## config.mk

```make
export PLATFORM = sky130hd
export DESIGN_NAME = magic_signature_classifier
export DESIGN_NICKNAME = d
export VERILOG_FILES = /design/src/rtl/msc_pkg.sv /design/src/rtl/magic_signature_classifier.sv
export SDC_FILE = /design/constraint.sdc
export NUM_CORES = 1
export LEC_CHECK = 0
export CAP_MARGIN = 20
export CORE_ASPECT_RATIO = 1.75
export CORE_MARGIN = 2
export CORE_UTILIZATION = 60
export DETAILED_ROUTE_END_ITERATION = 7
export DONT_BUFFER_PORTS = 1
export GPL_ROUTABILITY_DRIVEN = 0
export PLACE_DENSITY = 0.79
export SLEW_MARGIN = 20
export SYNTH_ARGS = -nofsm -noshare
export SYNTH_HDL_FRONTEND = slang
export SYNTH_SLANG_ARGS = --single-unit
export TNS_END_PERCENT = 50
```

## constraint.sdc

```tcl
create_clock -name clk_i -period 7.1 [get_ports clk_i]
set_input_delay 0.71 -clock clk_i [delete_from_list [all_inputs] [get_ports clk_i]]
set_output_delay 0.71 -clock clk_i [all_outputs]
set_load 0.01 [all_outputs]
```

## src/rtl/msc_pkg.sv

```systemverilog
// Signature table and type codes for the magic signature classifier.
// No dependencies; used by magic_signature_classifier.

package msc_pkg;

  localparam int RowCount = 16;
  localparam int RiffRow  = 15;
  localparam int MagicMax = 8;

  localparam logic [3:0] PosMax = 4'd15;

  localparam logic [3:0] CodeNone     = 4'd0;
  localparam logic [3:0] CodeZip      = 4'd1;
  localparam logic [3:0] CodePdf      = 4'd2;
  localparam logic [3:0] CodePng      = 4'd3;
  localparam logic [3:0] CodeJpeg     = 4'd4;
  localparam logic [3:0] CodeGif      = 4'd5;
  localparam logic [3:0] CodeTiff     = 4'd6;
  localparam logic [3:0] CodeWebp     = 4'd7;
  localparam logic [3:0] CodeBmp      = 4'd8;
  localparam logic [3:0] CodeGzip     = 4'd9;
  localparam logic [3:0] CodeWarc     = 4'd10;
  localparam logic [3:0] CodeRtf      = 4'd11;
  localparam logic [3:0] CodePs       = 4'd12;
  localparam logic [3:0] CodeCompound = 4'd13;
  localparam logic [3:0] CodeMaxValid = CodeCompound;

  typedef logic [RowCount-1:0] row_mask_t;

  // Row order: zip, pdf, png, jpeg, gif87a, gif89a, tiff II, tiff MM,
  // webp tag, bmp, gzip, warc, rtf, ps, compound, riff.
  localparam logic [7:0] Magic [RowCount][MagicMax] = '{
    '{8'h50, 8'h4B, 8'h03, 8'h04, 8'h00, 8'h00, 8'h00, 8'h00},
    '{8'h25, 8'h50, 8'h44, 8'h46, 8'h2D, 8'h00, 8'h00, 8'h00},
    '{8'h89, 8'h50, 8'h4E, 8'h47, 8'h0D, 8'h0A, 8'h1A, 8'h0A},
    '{8'hFF, 8'hD8, 8'hFF, 8'h00, 8'h00, 8'h00, 8'h00, 8'h00},
    '{8'h47, 8'h49, 8'h46, 8'h38, 8'h37, 8'h61, 8'h00, 8'h00},
    '{8'h47, 8'h49, 8'h46, 8'h38, 8'h39, 8'h61, 8'h00, 8'h00},
    '{8'h49, 8'h49, 8'h2A, 8'h00, 8'h00, 8'h00, 8'h00, 8'h00},
    '{8'h4D, 8'h4D, 8'h00, 8'h2A, 8'h00, 8'h00, 8'h00, 8'h00},
    '{8'h57, 8'h45, 8'h42, 8'h50, 8'h00, 8'h00, 8'h00, 8'h00},
    '{8'h42, 8'h4D, 8'h00, 8'h00, 8'h00, 8'h00, 8'h00, 8'h00},
    '{8'h1F, 8'h8B, 8'h00, 8'h00, 8'h00, 8'h00, 8'h00, 8'h00},
    '{8'h57, 8'h41, 8'h52, 8'h43, 8'h2F, 8'h00, 8'h00, 8'h00},
    '{8'h7B, 8'h5C, 8'h72, 8'h74, 8'h66, 8'h00, 8'h00, 8'h00},
    '{8'h25, 8'h21, 8'h50, 8'h53, 8'h00, 8'h00, 8'h00, 8'h00},
    '{8'hD0, 8'hCF, 8'h11, 8'hE0, 8'hA1, 8'hB1, 8'h1A, 8'hE1},
    '{8'h52, 8'h49, 8'h46, 8'h46, 8'h00, 8'h00, 8'h00, 8'h00}
  };

  localparam logic [3:0] Offset [RowCount] = '{
    4'd0, 4'd0, 4'd0, 4'd0, 4'd0, 4'd0, 4'd0, 4'd0,
    4'd8, 4'd0, 4'd0, 4'd0, 4'd0, 4'd0, 4'd0, 4'd0
  };

  localparam logic [3:0] Len [RowCount] = '{
    4'd4, 4'd5, 4'd8, 4'd3, 4'd6, 4'd6, 4'd4, 4'd4,
    4'd4, 4'd2, 4'd2, 4'd5, 4'd5, 4'd4, 4'd8, 4'd4
  };

  localparam logic [3:0] MinCount [RowCount] = '{
    4'd4, 4'd5, 4'd8, 4'd3, 4'd6, 4'd6, 4'd4, 4'd4,
    4'd12, 4'd14, 4'd2, 4'd5, 4'd5, 4'd4, 4'd8, 4'd4
  };

  localparam logic [3:0] Code [RowCount] = '{
    CodeZip, CodePdf, CodePng, CodeJpeg, CodeGif, CodeGif, CodeTiff, CodeTiff,
    CodeWebp, CodeBmp, CodeGzip, CodeWarc, CodeRtf, CodePs, CodeCompound, CodeNone
  };

endpackage

```

## src/rtl/magic_signature_classifier.sv

```systemverilog
// Magic signature classifier top level: input register, per-row compare,
// result register. Depends on msc_pkg.

// Takes a file body one byte per item on the slave stream, tlast on the final
// byte, and returns one type code per body on the master stream: the last byte
// passes the input register, then its code is held in the result register. One
// byte is accepted every cycle; the only stall is a last byte held in the input
// register while the previous result is still waiting in the result register.
// All sixteen rows are compared against the registered byte in parallel each cycle.
module magic_signature_classifier (
  input  logic       clk_i,
  input  logic       rst_ni,
  input  logic       s_axis_tvalid_i,
  output logic       s_axis_tready_o,
  input  logic [7:0] s_axis_tdata_i,   // [7:0] data_byte
  input  logic       s_axis_tlast_i,   // last_byte
  output logic       m_axis_tvalid_o,
  input  logic       m_axis_tready_i,
  output logic [7:0] m_axis_tdata_o    // [3:0] type_code, [7:4] zero
);

  logic                 in_valid_q;
  logic [7:0]           data_q;
  logic                 last_q;
  logic [3:0]           pos_q, pos_d;
  msc_pkg::row_mask_t   alive_q, alive_d, alive_upd;
  logic                 out_valid_q;
  logic [3:0]           code_q, code_d;
  logic [3:0]           count;
  logic                 out_free;
  logic                 adv;
  logic                 riff_ok;

  assign out_free        = !out_valid_q || m_axis_tready_i;
  assign adv             = in_valid_q && (!last_q || out_free);
  assign s_axis_tready_o = !in_valid_q || adv;

  always_comb begin
    logic [3:0] diff;
    logic [4:0] win_end;
    logic       ok;
    alive_upd = alive_q;
    for (int r = 0; r < msc_pkg::RowCount; r++) begin
      diff    = pos_q - msc_pkg::Offset[r];
      win_end = {1'b0, msc_pkg::Offset[r]} + {1'b0, msc_pkg::Len[r]};
      if ((pos_q >= msc_pkg::Offset[r]) && ({1'b0, pos_q} < win_end) &&
          (msc_pkg::Magic[r][diff[2:0]] != data_q)) begin
        alive_upd[r] = 1'b0;
      end
    end
    count = (pos_q < msc_pkg::PosMax) ? pos_q + 4'd1 : msc_pkg::PosMax;

    riff_ok = alive_upd[msc_pkg::RiffRow] &&
              (count >= msc_pkg::MinCount[msc_pkg::RiffRow]);
    code_d  = msc_pkg::CodeNone;
    for (int r = msc_pkg::RiffRow - 1; r >= 0; r--) begin
      ok = alive_upd[r] && (count >= msc_pkg::MinCount[r]);
      if (msc_pkg::Code[r] == msc_pkg::CodeWebp) begin
        ok = ok && riff_ok;
      end
      if (ok) begin
        code_d = msc_pkg::Code[r];
      end
    end

    if (last_q) begin
      pos_d   = '0;
      alive_d = '1;
    end else begin
      pos_d   = count;
      alive_d = alive_upd;
    end
  end

  always_ff @(posedge clk_i or negedge rst_ni) begin
    if (!rst_ni) begin
      in_valid_q <= 1'b0;
    end else if (s_axis_tready_o) begin
      in_valid_q <= s_axis_tvalid_i;
    end
  end

  always_ff @(posedge clk_i) begin
    if (s_axis_tready_o && s_axis_tvalid_i) begin
      data_q <= s_axis_tdata_i;
      last_q <= s_axis_tlast_i;
    end
  end

  always_ff @(posedge clk_i or negedge rst_ni) begin
    if (!rst_ni) begin
      pos_q   <= '0;
      alive_q <= '1;
    end else if (adv) begin
      pos_q   <= pos_d;
      alive_q <= alive_d;
    end
  end

  always_ff @(posedge clk_i or negedge rst_ni) begin
    if (!rst_ni) begin
      out_valid_q <= 1'b0;
    end else if (adv && last_q) begin
      out_valid_q <= 1'b1;
    end else if (m_axis_tready_i) begin
      out_valid_q <= 1'b0;
    end
  end

  always_ff @(posedge clk_i) begin
    if (adv && last_q) begin
      code_q <= code_d;
    end
  end

  assign m_axis_tvalid_o = out_valid_q;
  assign m_axis_tdata_o  = {4'd0, code_q};

  // end of body restores tracking state
  a_end_reset: assert property (@(posedge clk_i) disable iff (!rst_ni)
    (adv && last_q) |=> (pos_q == '0) && (alive_q == '1))
    else $error("state not restored after last byte");

  // position saturates
  a_pos_sat: assert property (@(posedge clk_i) disable iff (!rst_ni)
    (adv && !last_q && pos_q == msc_pkg::PosMax) |=> (pos_q == msc_pkg::PosMax))
    else $error("byte position wrapped");

  // a pending last byte cannot overrun a result that is still waiting
  a_no_overrun: assert property (@(posedge clk_i) disable iff (!rst_ni)
    (in_valid_q && last_q && out_valid_q && !m_axis_tready_i) |-> !s_axis_tready_o)
    else $error("result register overrun");

  // code range
  a_code_range: assert property (@(posedge clk_i) disable iff (!rst_ni)
    m_axis_tvalid_o |-> (code_q <= msc_pkg::CodeMaxValid))
    else $error("type code out of range");

endmodule

```

==> results.md, run 1 <==
- Gr usage total: 0.3149
- Horiz. Die Dim: 61.85 um
- # port buffers: 0
- Vias in the first global route: 3124
- Slew margin rel.: 0.2956
- PostCTS Resize Cnt: 0
- Diode count: 0
- Post-Layout Cell Count: 467
- FP Rows: 36
- Total core area: 5630 um2
- CTS Root Cell: clkbuf_8
- Sequential area share after synthesis: 0.2735
- Max Fclk: 0.2615 GHz
- CTS Buf Count: 5
- Max-Cap Viols: 0
- Commonest cells in the netlist: 32 x nand2_1, 27 x nor2_1, 27 x o21ai_0
- Fraction of layout cells with a size suffix above 1: 0.1049
- Minimum clock period: 3.823 ns
- Share of the synthesized area in the top cell type: 0.1197
- DIE AREA: 6508 um2
- Overall Power: 816.9 uW
- Final wirelength: 9428 um
- Post-Syn Instances: 423
- Setup crit end kind: flip-flop
- Critical path class: flip-flop to flip-flop
- Max H-tree Level: 2
- CTS tree: yes
- Final Cycle Share: 0.5385
- PwrDens: 233.4 nW/um2
- Filler Cell Count: 511
- Cell Area, Synth: 3513 um2
- Initial DRC Count: 280
- Drt wl/cell: 20.19 um
- Final hold violations: 0
- Count leader, synth: nand2_1
- Remaining DRCs: 0
- Pin count of the biggest net entering global routing: 33
- YS warnings: 0
- Maximum root-to-sink buffer count: 2
- Clock Skew: 0.01557 ns
- Crit path DAT: 3.96 ns
- Leakage: 1.336 nW
- DPL Wire Length: 6859 um
- Cells after DPL: 459
- Outcome: complete, no violations
- RSZ-0062 raised after global routing: no
- Nets: 413
- Top cells by area, synth: dfstp_2 12%, edfxtp_1 11%, xnor2_1 5.0%, dfrtp_1 4.3%, xor2_1 4.0%
- Clk_lat worst skew: 0.31 ns
- Clock sinks: 35
- Vias per cell: 7.015
- Final setup fails: 0
- Initial antenna violation count: 0
- Critical path data required time: 7.24 ns
- Final TNS setup: 0 ns
- CTS hold repair buffers: 0
- I/O Pins: 23
- CP max FO: 32
- Worst min path class: input port to async pin
- Area grow syn2layout: -0.3916%
- Detail Route Antenna Nets: 0
- CP startpoint kind: flip-flop
- Die height: 105.2 um
- Slew Limit Fails: 0
- Worst slew pin tran: 1.057 ns
- Max IR drop VDD: 0.1930 mV
- Post-synth EDFFs: 13
- Top FF cell, synth: dfstp_2
- Total grt overflow: 0
- Mean area per synthesized cell: 8.306 um2
- Reg2reg path depth: 9
- Post-synth top area cell: dfstp_2
- DR pass1 iterations: 8
- Clk slew on worst S/H paths: 0.08 ns
- Setup bufs post-CTS: 0
- Distinct cells, synth: 75
- Via count: 3276
- Global-route wire length before repair: 15420 um
- Initial Util: 0.6240
- Asr flop ratio synth: 0.6286
- #FFs+latches synth: 35
layer usage:
metal | GRT usage | vias to the layer above | part of all wire
met2 | 0.5023 | 166 | 0.51
met3 | 0.03436 | 41 | 0.060
li1 | - | 1481 | -
met5 | 0 | - | 0
met4 | 0.2006 | 0 | 0.062
met1 | 0.3841 | 1588 | 0.37
path summary, 6_finish.rpt:
kind | end | start | slack, ns
max | code_q[0] | pos_q[1] | 3.28
min | pos_q[1] | rst_ni | 0.09
max reg2reg | code_q[0] | pos_q[1] | 3.28
min reg2reg | alive_q[2] | alive_q[2] | 0.48
max in group asynchronous | alive_q[3] | rst_ni | 6.82
min in group clk_i | alive_q[2] | alive_q[2] | 0.48
cell families (layout without fill, tap and decap cells):
logic type | count (synthesis) | after routing | synth area share
buf+inv | 59 | 24 | 0.08440
mux | 11 | 11 | 0.03276
fa+ha+maj | 10 | 10 | 0.03561
flops | 35 | 35 | 0.2735
xor+xnor | 36 | 36 | 0.08974
other cells | 1 | 4 | 0.001067
simple gates | 151 | 151 | 0.2329
compound gates | 120 | 120 | 0.2500
through the flow:
stage / cell area, um2 / utilization / setup slack [ns] / hold slack [ns]
after floorplan: 3525 / - / 4.066 / 0.4144
after global placement: 3387 / 0.6016 / 3.455 / 0.4158
after detailed placement: 3387 / 0.6016 / 3.367 / 0.4162
after CTS: 3500 / 0.6216 / 3.329 / 0.08018
after global routing: 3500 / 0.6216 / 2.993 / 0.07154
final: 3500 / 0.6216 / 3.277 / 0.08709
area by class of cell:
cell class,instances,area (um2),share of cell area
Clock buffer,5,68.82,0.01966
Clock inverter,3,43.79,0.01251
Inverter,15,56.30,0.01609
Multi-Input combinational cell,332,2267,0.6478
Sequential cell,35,960.9,0.2746
Tap cell,76,95.09,0.02717
Timing Repair Buffer,1,7.507,0.002145
registers in the layout, summed over array words and instances (netlist names):
register,count
pos_q,4
code_q,4
last_q,1
m_axis_tvalid_o,1
data_q,8
alive_q,16
in_valid_q,1
layout by cell type, fill, tap and decap left out, drive strengths merged, types with 9 or more instances in the layout:
| cell type | Yosys | layout |
|---|---|---|
| nor3 | 10 | 10 |
| xor2 | 16 | 16 |
| a21oi | 19 | 19 |
| ha | 10 | 10 |
| dfstp | 16 | 16 |
| inv | 14 | 14 |
| edfxtp | 13 | 13 |
| xnor2 | 20 | 20 |
| mux2i | 10 | 10 |
| nand2 | 32 | 32 |
| or3 | 9 | 9 |
| nand3 | 13 | 13 |
| nor2 | 28 | 28 |
| o21ai | 27 | 27 |
where the power goes:
group	switching, mW	internal, mW	leakage, nW
Sequential	0.0610	0.253	0.372
Combinational	0.189	0.133	0.906
Clock	0.0770	0.104	0.0581
Total	0.327	0.490	1.34
worst max-delay path, stage by stage (launching register included):
cell and delay, ns:
dfrtp_1 0.78, inv_2 0.34, ha_1 0.68, nand2b_1 0.26, xnor2_1 0.27, o2111ai_1 0.23, a221oi_1 0.61, nand4b_1 0.20
o31ai_1 0.09, a31oi_1 0.20
(Power assumes the default switching activity.)
==> run 2: changes to the inputs <==
--- a/config.mk
+++ b/config.mk
@@ -5,10 +5,11 @@
 export SDC_FILE = /design/constraint.sdc
 export NUM_CORES = 1
 export LEC_CHECK = 0
+export ABC_AREA = 1
 export CAP_MARGIN = 20
 export CORE_ASPECT_RATIO = 1.75
 export CORE_MARGIN = 2
-export CORE_UTILIZATION = 60
+export CORE_UTILIZATION = 58
 export DETAILED_ROUTE_END_ITERATION = 7
 export DONT_BUFFER_PORTS = 1
 export GPL_ROUTABILITY_DRIVEN = 0
==> constraint.sdc (replaced) <==
create_clock -name clk_i -period 3.3 [get_ports clk_i]
set_input_delay 0.33 -clock clk_i [delete_from_list [all_inputs] [get_ports clk_i]]
set_output_delay 0.33 -clock clk_i [all_outputs]
set_load 0.01 [all_outputs]
==> run 2 against run 1 <==
Net effect:
- sequential cell count unchanged
- sequential power rose by 100%
- sequential share of layout area increased by 2.4 points
- first-iteration DRC count is 17% lower
- via count down 2.9%
- count of clock-buffer cells in the layout grew 1
- synthesized cell count rose by 9.0%
- final area is 8.0% lower
- global-route usage rose by 2.6 points
- final cell count grew 9.6%
- routed wire length shrank 1.3%
- critical path type unchanged
- critical endpoint unchanged
- largest power group unchanged
==> results.md, run 2 <==
- Outcome: complete, no violations
- Worst min path class: input port to async pin
- Commonest non-fill, non-tap cell in the layout: nand2_1
- Share of the synthesized area in the top cell type: 0.1785 (+0.05884)
- Final TNS setup: 0 ns (unchanged)
- CP startpoint kind: flip-flop
- Post-synth EDFFs: 13 (unchanged)
- DR pass1 iterations: 6 (-2)
- Initial Util: 0.6002 (-0.02376)
- Cell area after layout: 3219 um2 (-8.0%)
- FF-to-FF Start: pos_q[0]
- Crit path DAT: 3.06 ns (-0.90 ns)
- Count leader, synth: nand2_1
- I/O Pins: 23 (unchanged)
- CP max-delay cell: dfrtp_1
- Diode count: 0 (unchanged)
- Crit path max-delay family: simple AND/OR/NAND/NOR gates
- Setup bufs post-CTS: 0 (unchanged)
- RSZ-0062 raised after global routing: no
- Post-Syn Instances: 461 (+9.0%)
- Area grow syn2layout: 2.063%
- Post-synth top area cell: nand2_1
- Final setup fails: 0 (unchanged)
- CP Cell Sequence: inv_4, ha_1, nand2_2, xor2_1, o21ai_1, nor3_1, nand3_1, nand2_1, nand3_1, nand2_1, nand2_1, nand2_1, nand2_1, nand2_1, nand2_1, nand2_1, nand2_1, nand2_1, nand2_1
- Top FF cell, synth: dfstp_2
- Biggest regs: alive_q (16), data_q (8)
- Area of placed instances: 3128 um2 (-7.6%)
- Final Cycle Share: 0.9111 (+0.3726)
- PwrDens: 545.8 nW/um2 (+130%)
- Sequential area share after synthesis: 0.3046 (+0.03114)
- Remaining DRCs: 0 (unchanged)
- Reg2reg path depth: 19 (+10)
- PostCTS Resize Cnt: 0 (unchanged)
- Drt wl/cell: 18.18 um (-10%)
- Distinct cells, synth: 46 (-39%)
- DPL Wire Length: 7091 um (+3.4%)
- Vias per cell: 6.211 (-11%)
- Clock Skew: 0.004680 ns (-0.01089 ns)
- CP peak stage delay: 0.62 ns (-0.16 ns)
- Global-route wire length before repair: 15330 um (-0.58%)
- Vias in the first global route: 3095 (-0.93%)
- Asr flop ratio synth: 0.6286 (unchanged)
- CTS tree: yes
- Die height: 101.6 um (-3.5%)
- Initial antenna violation count: 0 (unchanged)
- Horiz. Die Dim: 59.75 um (-3.4%)
- Critical path data required time: 3.35 ns (-3.89 ns)
- Setup crit end kind: flip-flop
- Total grt overflow: 0 (unchanged)
- Detail Route Antenna Nets: 0 (unchanged)
- Clk slew on worst S/H paths: 0.07 ns (about the same)
- CTS Buf Count: 5 (unchanged)
- Most flop-heavy register: alive_q
- Max IR drop VDD: 0.3937 mV (+100%)
- CTS hold repair buffers: 1 (+1)
- End-of-flow core utilization: 0.6126 (-0.008937)
- Slew margin rel.: 0.6366 (+0.3410)
- Most frequent cells in the layout: 150 x nand2_1, 42 x nor2_1, 38 x inv_1
- Nets: 479 (+16%)
- FP Rows: 35 (-2.8%)
- Clk_lat worst skew: 0.29 ns (-0.02 ns)
- Final wirelength: 9307 um (-1.3%)
- Final hold violations: 0 (unchanged)
- Critical path buffer and inverter count: 1 (unchanged)
- Initial DRC Count: 232 (-17%)
- Maximum root-to-sink buffer count: 2 (unchanged)
- Critical path class: flip-flop to flip-flop
- R2r setup slk: 0.29 ns (-2.98 ns)
- Mean area per synthesized cell: 6.842 um2 (-18%)
- Max H-tree Level: 2 (unchanged)
- Filler Cell Count: 485 (-5.1%)
- Crit path launch: pos_q[0]
- Commonest cells in the netlist: 150 x nand2_1, 42 x nor2_1, 38 x inv_1
- Hold Slack: 0.003332 ns (-0.08376 ns)
- Multi-input gate area: 1894 um2 (-16%)
- #FFs+latches synth: 35 (unchanged)
- Max Fclk: 0.3326 GHz (+27%)
- Total core area: 5255 um2 (-6.7%)
- DIE AREA: 6067 um2 (-6.8%)
- Overall Power: 1.757 mW (+120%)
- Minimum clock period: 3.007 ns (-0.8169 ns)
- Worst r2r dst: code_q[0]
- Cell mode on critical path: nand2_1
- Top cells by area, synth: nand2_1 18%, dfstp_2 13%, edfxtp_1 12%, xor2_1 5.6%, nor2_1 5.0%
- Fraction of layout cells with a size suffix above 1: 0.1247 (+0.01987)
- CP max FO: 13 (-59%)
- Via count: 3180 (-2.9%)
- Register area: 960.9 um2 (unchanged)
- Levels on crit path: 19 (+10)
- # port buffers: 0 (unchanged)
- Pin count of the biggest net entering global routing: 23 (-30%)
- YS warnings: 0 (unchanged)
- CTS Root Cell: clkbuf_8
- Gr usage total: 0.3411 (+0.02622)
- Clock sinks: 35 (unchanged)
- Max FFs per register: 16 (unchanged)
- Slew Limit Fails: 0 (unchanged)
- Worst slew pin tran: 0.5445 ns (-0.5121 ns)
- Leakage: 1.566 nW (+17%)
- Worst setup path endpoint: code_q[0]
- Max-Cap Viols: 0 (unchanged)
- Cell Area, Synth: 3154 um2 (-10%)
==> run 2: cell count changes after synthesis, sizes merged, moves of 16 or more <==
cell / previous run / this run
nand2: 32 / 159
inv: 14 / 42
buf: 35 / 17
nor2: 28 / 47
xnor2: 20 / 1
nand3: 13 / 29
==> run 2: power by group <==
group / total, mW / switching (mW) / internal (mW)
combinational: 0.825 / 0.567 / 0.257
clock: 0.301 / 0.153 / 0.149
sequential: 0.631 / 0.0791 / 0.552
==> run 2: cells by family after synthesis <==
group                      synth area share
DFF                                  0.3046
and+or+nand+nor                      0.3530
xor gates and xnor gates            0.05831
buffers and inverters               0.09837
other                              0.001189
AOI/OAI and AO/OA                    0.1448
adders and majority gates           0.03967
==> run 2: through the flow <==
step | instances | setup slack [ns]
after floorplan | 464 | 0.8756
after global placement | 503 | 0.4469
after detailed placement | 503 | 0.3927
after CTS | 512 | 0.3885
after global routing | 512 | 0.01736
final | 512 | 0.2935
==> run 2: worst min-delay path by stage <==
stage	endpoint	cells past startpoint	startpoint	slack, ns
floorplan	in_valid_q	0	rst_ni	0.03
global placement	pos_q[0]	0	rst_ni	0.03
detailed placement	pos_q[2]	0	rst_ni	0.03
CTS	data_q[3]	0	s_axis_tdata_i[3]	0.13
global route	pos_q[3]	1	rst_ni	0.04
finish	pos_q[3]	1	rst_ni	0.003
==> run 2: area by class of cell <==
type | count | share of cell area
Multi-Input combinational cell | 365 | 0.5884
Sequential cell | 35 | 0.2985
Inverter | 43 | 0.05169
Clock buffer | 6 | 0.02254
Tap cell | 55 | 0.02138
Timing Repair Buffer | 6 | 0.01321
Clock inverter | 2 | 0.004275
==> run 2: layer usage <==
metal,track usage,wire length [um],up-vias,part of all wire
met1,0.3892,3311,1401,0.36
li1,-,-,1495,-
met5,0,0,-,0
met2,0.5560,4504,205,0.48
met3,0.04470,666,79,0.072
met4,0.2632,825,0,0.089
==> run 3: changes to the inputs <==
--- a/config.mk
+++ b/config.mk
@@ -7,13 +7,16 @@
 export LEC_CHECK = 0
 export ABC_AREA = 1
 export CAP_MARGIN = 20
+export CELL_PAD_IN_SITES_DETAIL_PLACEMENT = 1
+export CELL_PAD_IN_SITES_GLOBAL_PLACEMENT = 2
 export CORE_ASPECT_RATIO = 1.75
 export CORE_MARGIN = 2
-export CORE_UTILIZATION = 58
+export CORE_UTILIZATION = 33
 export DETAILED_ROUTE_END_ITERATION = 7
 export DONT_BUFFER_PORTS = 1
 export GPL_ROUTABILITY_DRIVEN = 0
-export PLACE_DENSITY = 0.79
+export MAX_ROUTING_LAYER = met4
+export PLACE_DENSITY = 0.8
 export SLEW_MARGIN = 20
 export SYNTH_ARGS = -nofsm -noshare
 export SYNTH_HDL_FRONTEND = slang
==> run 3 against run 2 <==
Net effect:
- critical path depth stayed put
- routed wire length is 26% higher
- critical path type unchanged
- first-iteration DRC count rose by 34%
- critical endpoint unchanged
- core utilization shrank 25 points
- global-route usage down 9.8 points
- clock skew hardly changed
- final cell count increased by 14%
- setup slack got worse by 0.027 ns
- combinational power up 8.4%
- hold slack got worse by 0.0020 ns
- sequential power decreased by 3%
- final area up 6.7%
- largest cell class unchanged
==> results.md, run 3 (synthesis gave the netlist of run 2 again) <==
- CP Cell Sequence: inv_4, ha_1, nand2_2, xor2_1, o21ai_1, nor3_1, nand3_1, nand2_1, nand3_1, nand2_1, nand2_1, nand2_1, nand2_1, nand2_1, nand2_1, nand2_1, nand2_1, nand2_1, nand2_1
- Minimum clock period: 3.034 ns (+0.02701 ns)
- # port buffers: 0 (unchanged)
- Detail Route Antenna Nets: 0 (unchanged)
- Horiz. Die Dim: 77.91 um (+30%)
- Setup WS pre-CTS: 0.3574 ns (-0.03523 ns)
- Reg2reg path depth: 19 (unchanged)
- FF-to-FF Start: pos_q[0]
- Clk_lat worst skew: 0.29 ns (about the same)
- Critical path buffer and inverter count: 1 (unchanged)
- Slew Limit Fails: 0 (unchanged)
- Clock Skew: 0.004560 ns (-0.0001200 ns)
- Most frequent cells in the layout: 150 x nand2_1, 42 x nor2_1, 38 x inv_1
- Final wirelength: 11760 um (+26%)
- Die height: 133.3 um (+31%)
- Drt wl/cell: 20.11 um (+11%)
- Initial DRC Count: 312 (+34%)
- Cells after DPL: 576 (+15%)
- Outcome: complete, no violations
- Biggest regs: alive_q (16), data_q (8)
- PostCTS Resize Cnt: 0 (unchanged)
- CTS tree: yes
- Cell mode on critical path: nand2_1
- Global-route wire length before repair: 18330 um (+20%)
- Remaining DRCs: 0 (unchanged)
- CTS hold repair buffers: 1 (unchanged)
- Leakage: 1.634 nW (+4.4%)
- Max H-tree Level: 2 (unchanged)
- DPL Wire Length: 9390 um (+32%)
- Area of placed instances: 3257 um2 (+4.1%)
- Via count: 3226 (+1.4%)
- RSZ-0062 raised after global routing: no
- Pin count of the biggest net entering global routing: 28 (+22%)
- Diode count: 0 (unchanged)
- Critical path class: flip-flop to flip-flop
- Register area: 960.9 um2 (unchanged)
- Met2 WL post-DR: 6403 um (+42%)
- CP peak stage delay: 0.61 ns (about the same)
- DRT met1 WL: 4037 um (+22%)
- Nets: 485 (+1.3%)
- Area grow syn2layout: 8.885%
- DIE AREA: 10390 um2 (+71%)
- Total grt overflow: 0 (unchanged)
- I/O Pins: 23 (unchanged)
- Slew margin rel.: 0.6295 (-0.007161)
- Setup bufs post-CTS: 0 (unchanged)
- Final TNS setup: 0 ns (unchanged)
- Crit path max-delay family: simple AND/OR/NAND/NOR gates
- Commonest non-fill, non-tap cell in the layout: nand2_1
- Final Cycle Share: 0.9193 (+0.008186)
- Gr usage total: 0.2429 (-0.09822)
- Final setup fails: 0 (unchanged)
- Max Fclk: 0.3296 GHz (-0.89%)
- CP max-delay cell: dfrtp_1
- CTS Buf Count: 5 (unchanged)
- CP startpoint kind: flip-flop
- PwrDens: 601.7 nW/um2 (+10%)
- FP Rows: 47 (+34%)
- Max IR drop VDD: 0.4146 mV (+5.3%)
- Max FFs per register: 16 (unchanged)
- Worst slew pin tran: 0.5552 ns (+0.01073 ns)
- Post-Layout Cell Count: 585 (+14%)
- Initial Util: 0.3352 (-0.2650)
- Worst r2r dst: code_q[0]
- R2r setup slk: 0.27 ns (-0.03 ns)
- Most flop-heavy register: alive_q
- Fraction of layout cells with a size suffix above 1: 0.1382 (+0.01350)
- End-of-flow core utilization: 0.3650 (-0.2476)
- CTS Root Cell: clkbuf_16
- Initial antenna violation count: 0 (unchanged)
- Setup crit end kind: flip-flop
- Maximum root-to-sink buffer count: 2 (unchanged)
- Worst min path class: input port to async pin
- Cell area after layout: 3435 um2 (+6.7%)
- Crit path DAT: 3.08 ns (+0.02 ns)
- Total core area: 9409 um2 (+79%)
- Vias per cell: 5.515 (-11%)
- Clock sinks: 35 (unchanged)
- Critical path data required time: 3.35 ns (about the same)
- Vias in the first global route: 3361 (+8.6%)
- Met3 WL: 330 um (-50%)
- Final hold violations: 0 (unchanged)
- Max-Cap Viols: 0 (unchanged)
- Filler Cell Count: 1234 (+150%)
- Final WS setup: 0.2665 ns (-0.02701 ns)
- DR pass1 iterations: 4 (-2)
- Clk slew on worst S/H paths: 0.06 ns (about the same)
- Multi-input gate area: 1894 um2 (unchanged)
- Max Used Layer: met4
- CP max FO: 13 (unchanged)
-- run 3: worst max-delay path by stage --
stage | startpoint | end | slack, ns | depth (start not counted)
2_1_floorplan | pos_q[1] | code_q[0] | 0.88 | 20
3_3_place_gp | pos_q[0] | code_q[0] | 0.46 | 19
3_5_place_dp | pos_q[0] | code_q[0] | 0.36 | 19
4_1_cts | pos_q[0] | code_q[0] | 0.32 | 19
5_1_grt | pos_q[0] | code_q[0] | 0.03 | 19
6_report | pos_q[0] | code_q[0] | 0.27 | 19
-- run 3: where the power goes --
group | switching (mW) | total, mW | internal (mW) | leakage [nW]
logic | 0.628 | 0.894 | 0.266 | 1.18
registers | 0.0605 | 0.613 | 0.553 | 0.373
clock network | 0.199 | 0.559 | 0.360 | 0.0844
-- run 3: stage by stage --
| stage | hold slack, ns | power [mW] |
|---|---|---|
| finish | 0.001310 | 2.066 |
| global route | 0.03599 | 2.197 |
| CTS | 0.1250 | 2.076 |
| detailed placement | 0.03503 | 1.497 |
| global placement | 0.03519 | 1.483 |
| floorplan | 0.03441 | 1.252 |
-- run 3: layer usage --
layer | vias to the layer above | track usage
met1 | 1564 | 0.2304
li1 | 1506 | -
met3 | 54 | 0.02304
met4 | 0 | 0.1862
met5 | - | -
met2 | 102 | 0.4401
-- run 3: final cells by class --
| cell class | count | share of cell area |
|---|---|---|
| Sequential cell | 35 | 0.2798 |
| Tap cell | 122 | 0.04444 |
| Clock inverter | 3 | 0.01384 |
| Timing Repair Buffer | 12 | 0.02550 |
| Multi-Input combinational cell | 365 | 0.5515 |
| Inverter | 43 | 0.04845 |
| Clock buffer | 5 | 0.03643 |
